==> config.mk <==
export PLATFORM = sky130hd
export DESIGN_NAME = open_file_table
export DESIGN_NICKNAME = d
export VERILOG_FILES = /design/src/oft_pkg.sv /design/src/open_file_table.sv /design/src/oft_table.sv
export SDC_FILE = /design/constraint.sdc
export NUM_CORES = 1
export LEC_CHECK = 0
export BUFFER_PORTS_ARGS = -buffer_cell sky130_fd_sc_hd__buf_2
export CORE_UTILIZATION = 50
export CTS_CLUSTER_SIZE = 40
export DETAILED_ROUTE_END_ITERATION = 16
export PLACE_DENSITY = 0.77
export SLEW_MARGIN = 20
export SYNTH_ARGS = -nofsm -noshare
export SYNTH_HDL_FRONTEND = slang
export SYNTH_SLANG_ARGS = --single-unit
==> constraint.sdc <==
create_clock -name clk -period 3.67 [get_ports clk]
set_clock_uncertainty 0.15 [all_clocks]
set_input_delay 0.367 -clock clk [delete_from_list [all_inputs] [get_ports clk]]
set_output_delay 0.367 -clock clk [all_outputs]
set_load 0.01 [all_outputs]
==> src/oft_pkg.sv <==
// ----------------------------------------------------------------------------
// oft_pkg: shared types and constants for the open file table
// Request and response beat layouts, request kinds, status codes, table
// sizing, and the structs that pass between the table and its control.
// ----------------------------------------------------------------------------
`default_nettype none

package oft_pkg;

  // Table sizing.
  localparam int SLOTS    = 5;
  localparam int KEY_BITS = 16;
  localparam int SLOT_W   = (SLOTS > 1) ? $clog2(SLOTS) : 1;

  // Field widths of the request and response beats.
  localparam int KIND_W   = 2;
  localparam int FKEY_W   = 16;
  localparam int MODE_W   = 2;
  localparam int STATUS_W = 2;
  localparam int SIDX_W   = 3;

  // Request kinds. The unused code is served as a lookup.
  localparam logic [KIND_W-1:0] KIND_LOOKUP = 2'd0;
  localparam logic [KIND_W-1:0] KIND_OPEN   = 2'd1;
  localparam logic [KIND_W-1:0] KIND_CLOSE  = 2'd2;

  // Response status codes.
  localparam logic [STATUS_W-1:0] ST_OK           = 2'd0;
  localparam logic [STATUS_W-1:0] ST_ALREADY_OPEN = 2'd1;
  localparam logic [STATUS_W-1:0] ST_FULL         = 2'd2;
  localparam logic [STATUS_W-1:0] ST_NOT_OPEN     = 2'd3;

  typedef struct packed {
    logic [KIND_W-1:0] kind;
    logic [FKEY_W-1:0] file_key;
    logic [MODE_W-1:0] access_mode;
  } in_item_t;

  typedef struct packed {
    logic [STATUS_W-1:0] status;
    logic [SIDX_W-1:0]   slot_index;
  } out_item_t;

  // Search results from the table for the current key.
  typedef struct packed {
    logic              hit;
    logic [SLOT_W-1:0] hit_idx;
    logic              free_ok;
    logic [SLOT_W-1:0] free_idx;
  } search_t;

  // Update command into the table.
  typedef struct packed {
    logic                set;
    logic                clr;
    logic [SLOT_W-1:0]   idx;
    logic [KEY_BITS-1:0] key;
    logic [MODE_W-1:0]   mode;
  } update_t;

endpackage

`default_nettype wire

==> src/open_file_table.sv <==
// Path: a request beat accepted by in_ready passes through the input register
// and then the response register before its response beat is valid.
// Throughput: one request per cycle unless out_ready stalls the response; set
// by the parallel key compare and free-slot encoder feeding the table update.
// Reset: synchronous, active low; every slot is freed and both pipeline
// stages are emptied.
// ----------------------------------------------------------------------------
// open_file_table: fully associative table of open files
// Serves lookup, open and close requests against a small slot table, one
// response beat per request beat, with valid/ready on both channels.
// ----------------------------------------------------------------------------
`default_nettype none

module open_file_table (
  input  wire logic               clk,
  input  wire logic               rst_n,
  input  wire logic               in_valid,
  output logic                    in_ready,
  input  wire oft_pkg::in_item_t  in_item,
  output logic                    out_valid,
  input  wire logic               out_ready,
  output oft_pkg::out_item_t      out_item
);

  oft_pkg::in_item_t  req_r;
  logic               req_valid_r;
  oft_pkg::out_item_t rsp_r;
  oft_pkg::out_item_t rsp_nxt;
  logic               rsp_valid_r;
  logic               advance;
  oft_pkg::search_t   srch;
  oft_pkg::update_t   upd;
  logic [oft_pkg::KEY_BITS-1:0] req_key;

  // The request stage moves on whenever the response register is free or
  // being drained this cycle.
  assign advance  = !rsp_valid_r || out_ready;
  assign in_ready = !req_valid_r || advance;
  assign req_key  = oft_pkg::KEY_BITS'(req_r.file_key);

  oft_table u_table (
    .clk   (clk),
    .rst_n (rst_n),
    .key   (req_key),
    .srch  (srch),
    .upd   (upd)
  );

  // Decide the response and the table update for the registered request.
  always_comb begin
    rsp_nxt  = '0;
    upd      = '0;
    upd.key  = req_key;
    upd.mode = req_r.access_mode;
    unique case (req_r.kind)
      oft_pkg::KIND_OPEN: begin
        if (srch.hit) begin
          rsp_nxt.status = oft_pkg::ST_ALREADY_OPEN;
        end else if (!srch.free_ok) begin
          rsp_nxt.status = oft_pkg::ST_FULL;
        end else begin
          rsp_nxt.status     = oft_pkg::ST_OK;
          rsp_nxt.slot_index = oft_pkg::SIDX_W'(srch.free_idx);
          upd.set            = req_valid_r && advance;
          upd.idx            = srch.free_idx;
        end
      end
      oft_pkg::KIND_CLOSE: begin
        if (srch.hit) begin
          rsp_nxt.status     = oft_pkg::ST_OK;
          rsp_nxt.slot_index = oft_pkg::SIDX_W'(srch.hit_idx);
          upd.clr            = req_valid_r && advance;
          upd.idx            = srch.hit_idx;
        end else begin
          rsp_nxt.status = oft_pkg::ST_NOT_OPEN;
        end
      end
      default: begin
        if (srch.hit) begin
          rsp_nxt.status     = oft_pkg::ST_OK;
          rsp_nxt.slot_index = oft_pkg::SIDX_W'(srch.hit_idx);
        end else begin
          rsp_nxt.status = oft_pkg::ST_NOT_OPEN;
        end
      end
    endcase
  end

  // Request register.
  always_ff @(posedge clk) begin
    if (!rst_n) begin
      req_valid_r <= 1'b0;
    end else if (in_ready) begin
      req_valid_r <= in_valid;
    end
  end

  always_ff @(posedge clk) begin
    if (in_valid && in_ready) begin
      req_r <= in_item;
    end
  end

  // Response register.
  always_ff @(posedge clk) begin
    if (!rst_n) begin
      rsp_valid_r <= 1'b0;
    end else if (advance) begin
      rsp_valid_r <= req_valid_r;
    end
  end

  always_ff @(posedge clk) begin
    if (advance && req_valid_r) begin
      rsp_r <= rsp_nxt;
    end
  end

  assign out_valid = rsp_valid_r;
  assign out_item  = rsp_r;

endmodule

`default_nettype wire

==> src/oft_table.sv <==
// ----------------------------------------------------------------------------
// oft_table: slot storage with parallel key search
// Holds the valid bit, key and mode of every slot, compares the key against
// all slots at once, and finds the lowest matching and lowest free slots.
// ----------------------------------------------------------------------------
`default_nettype none

module oft_table (
  input  wire logic                         clk,
  input  wire logic                         rst_n,
  input  wire logic [oft_pkg::KEY_BITS-1:0] key,
  output oft_pkg::search_t                  srch,
  input  wire oft_pkg::update_t             upd
);

  logic [oft_pkg::SLOTS-1:0]    valid_r;
  logic [oft_pkg::KEY_BITS-1:0] key_r  [oft_pkg::SLOTS];
  logic [oft_pkg::MODE_W-1:0]   mode_r [oft_pkg::SLOTS];
  logic [oft_pkg::SLOTS-1:0]    match;

  // Compare the key against every occupied slot.
  always_comb begin
    for (int i = 0; i < oft_pkg::SLOTS; i++) begin
      match[i] = valid_r[i] && (key_r[i] == key);
    end
  end

  // Lowest matching slot and lowest free slot; scanning downward lets the
  // lowest index win.
  always_comb begin
    srch = '0;
    for (int i = oft_pkg::SLOTS - 1; i >= 0; i--) begin
      if (match[i]) begin
        srch.hit     = 1'b1;
        srch.hit_idx = oft_pkg::SLOT_W'(i);
      end
      if (!valid_r[i]) begin
        srch.free_ok  = 1'b1;
        srch.free_idx = oft_pkg::SLOT_W'(i);
      end
    end
  end

  // Valid bits clear on reset.
  always_ff @(posedge clk) begin
    if (!rst_n) begin
      valid_r <= '0;
    end else if (upd.set) begin
      valid_r[upd.idx] <= 1'b1;
    end else if (upd.clr) begin
      valid_r[upd.idx] <= 1'b0;
    end
  end

  // Key and mode are only read while the slot is valid.
  always_ff @(posedge clk) begin
    if (upd.set) begin
      key_r[upd.idx]  <= upd.key;
      mode_r[upd.idx] <= upd.mode;
    end
  end

endmodule

`default_nettype wire
==> reports/qor.yml <==
sta:
  finalHoldViolations: 0
  timing.setup.tns_ns: 0
  hold_slack_ns: 0.01471
  fin_crit_sh: 0.9554
  timing.slew.headroom: 0.3187
  setup_violations: 0
  tightest_slew_ns: 1.022
  rsz0062_at_grt: "false"
  max_freq_mhz: 285.2
  final.setup.worst_slack_ns: 0.1637
  slew_violations: 0
  period_needed_ns: 3.506
detailed_routing:
  routedWlPerCell_um: 18.98
  drtAntennaViolNets: 0
  drc_errors: 0
  wirelength_um: 10570
  via_per_inst: 5.487
  dr.first_iter.drc_count: 172
  first_pass_iters: 4
  via_count: 3056
critical_path:
  crit_arrival_ns: 3.44
  crit_family: "simple AND/OR/NAND/NOR gates"
  cp_num_buf_inv: 2
  cp_cell_sequence: "xor2_1 > or4b_1 > or4_1 > o22ai_2 > or3_2 > a211oi_2 > buf_4 > nor4_4 > buf_12"
  worstSetupPathType: "flip-flop to flip-flop"
  r2r_start: "req_key[6]$_DFFE_PP_"
  cp_slowest_cell: "or4b_1"
  worstPathRequired_ns: 3.60
  crit_fanout: 16
  cp-start-kind: "flip-flop"
  rrSetupSlack_ns: 0.16
  critPathCaptureType: "flip-flop"
  startpoint: "req_key[6]$_DFFE_PP_"
  cpPeakStageDelay_ns: 0.58
cells_and_area:
  multiInputGateArea_mm2: 0.001638
  layout_common_cells: "edfxtp_1 (103), xnor2_1 (65), buf_2 (28), nand4_1 (23), nand2_1 (20)"
  nNetsFinal: 445
  ff_latch_area_mm2: 0.003233
  fin_util: 0.5868
  n_antenna_cell: 0
  drive_above_1_share: 0.1816
  syn2layout_area_growth_pct: 14.03
  layout_commonest_cell: "edfxtp_1"
  fillCellCount: 780
clock_tree:
  cts_tree: "yes"
  cts-buffers-inserted: 9
  clockBufferDepth: 2
  clock-sinks: 110
  clk_pin_slew_ns: 0.11
  cts_root_buffer: "clkbuf_8"
  worstSkewPairLatency_ns: 0.38
  htreeDepth: 3
flow_run:
  drv_cap: 0
floorplan:
  start_util: 0.5146
  die_x_um: 102.3
  core_region_area_mm2: 0.009774
  ios: 31
  num_rows: 36
  die_height_um: 102.3
  die-area_mm2: 0.01046
global_route:
  grt_pass1_vias: 2969
  grt_max_degree: 21
  grt_pass1_wl_um: 16240
  overflow: 0
  track_usage: 0.2198
  antenna_found_initial: 0
placement:
  post-dp-hpwl_um: 7610
  io_buffers: 28
  place_congestion: 0.9209
  pre_cts_slack_ns: 0.1887
synthesis:
  ys_seq_area_frac: 0.6428
  syn_area_per_cell_um2: 13.86
  synth-warning-count: 0
  syn-num-nets: 389
  ys_ff_latch: 110
  postSynthCellCount: 363
  async_flop_share: 0
  synth_edf_count: 103
  synth_ff_type: "edfxtp_1"
  yosysUniqueCellTypes: 46
  synth_area_mm2: 0.005030
pwr:
  internal_power_w: 0.001723
  p_comb_frac: 0.071
  max-vdd-ir-drop_mv: 0.2736
  powerDensity_mw_per_mm2: 396.0
  leakagePower_nw: 1.852
  seq_power_share: 0.623
  swShare: 0.2412
  power.share.clock: 0.306
  p_sw_w: 0.0005478
  power.total_w: 0.002271
min_path:
  holdCritStartpoint: "in_item[10]"
  hold_class: "input port to flip-flop"
run_status:
  status: "finished, final reports clean"
==> logic make-up (layout without fill, tap and decap cells) <==
logic type               after synthesis  after routing  share of synthesized area
XOR/XNOR                              81             81                     0.1425
adder cells (fa/ha/maj)                2              2                   0.004974
AND/OR/NAND/NOR                      114            114                     0.1318
buffers and inverters                 27             88                    0.03334
flip-flops                           110            110                     0.6428
AO/OA/AOI/OAI                         29             29                    0.04453
==> state kept, by name, summed over array words and instances, names as in the netlist, named ones only <==
signal / cells
u_table.key_r: 80
req_key: 16
out_item: 5
req_r: 2
out_valid: 1
req_valid_r: 1
==> layout make-up <==
| class | count | area share |
|---|---|---|
| Tap cell | 133 | 0.02901 |
| Clock inverter | 7 | 0.01113 |
| Timing Repair Buffer | 62 | 0.08246 |
| Multi-Input combinational cell | 226 | 0.2856 |
| Inverter | 10 | 0.006545 |
| Sequential cell | 110 | 0.5637 |
| Clock buffer | 9 | 0.02160 |
==> synth_stat cells, types with 5 or more instances <==
master	number	area, um^2
edfxtp_1	103	3093
nand2_1	20	75.07
inv_1	10	37.54
clkbuf_1	5	18.77
xor2_1	15	131.4
and2_1	5	31.28
nand3_1	14	70.07
nor2_1	15	56.30
nand4_1	23	143.9
a21oi_1	9	45.04
nor3_1	5	25.02
xnor2_1	65	569.3
or4_1	5	37.54
dfxtp_1	7	140.1
nor4_1	8	50.05
buf_6	7	78.83
==> worst paths after layout <==
check | endpoint | cells after the start
min | req_key[8]$_DFFE_PP_ | 1
min reg2reg | out_valid$_SDFFE_PN0P_ | 2
max reg2reg | u_table.key_r[1][9]$_DFFE_PP_ | 9
max | u_table.key_r[1][9]$_DFFE_PP_ | 9
==> per-stage QoR <==
stage | std cells | area, um^2
final | 557 | 5736
after global routing | 557 | 5736
after CTS | 551 | 5680
after detailed placement | 528 | 5423
after global placement | 528 | 5423
after floorplan | 363 | 5039
==> worst register-to-register path, delay by kind of cell (launching register included) <==
kind / cells / cell delay, ns
simple gates: 4 / 1.64
buf+inv: 2 / 0.37
xor+xnor: 1 / 0.22
flops: 1 / 0.50
compound gates: 2 / 0.31
==> power by group through the flow <==
stage,registers (W),clock network (W),logic (W)
floorplan,0.00143,0,0.000107
global placement,0.00144,0,0.000148
detailed placement,0.00144,0,0.000150
CTS,0.00142,0.000705,0.000156
global route,0.00142,0.000752,0.000176
finish,0.00141,0.000694,0.000162
==> per-layer routing <==
| metal | GRT usage | routed length, um |
|---|---|---|
| met1 | 0.3047 | 4821 |
| met2 | 0.3511 | 5036 |
| met3 | 0.03488 | 507 |
| met4 | 0.08242 | 206 |
| met5 | 0 | 0 |
==> repair_timing <==
item / 4_1_cts / 5_1_grt
hold endpoints to repair: 7 / 4
gates resized for setup: 0 / 0
setup endpoints to repair: 0 / 12
hold buffers: 7 / 4
buffers inserted: 0 / 2
No activity file was read; power rests on OpenSTA's default activity.
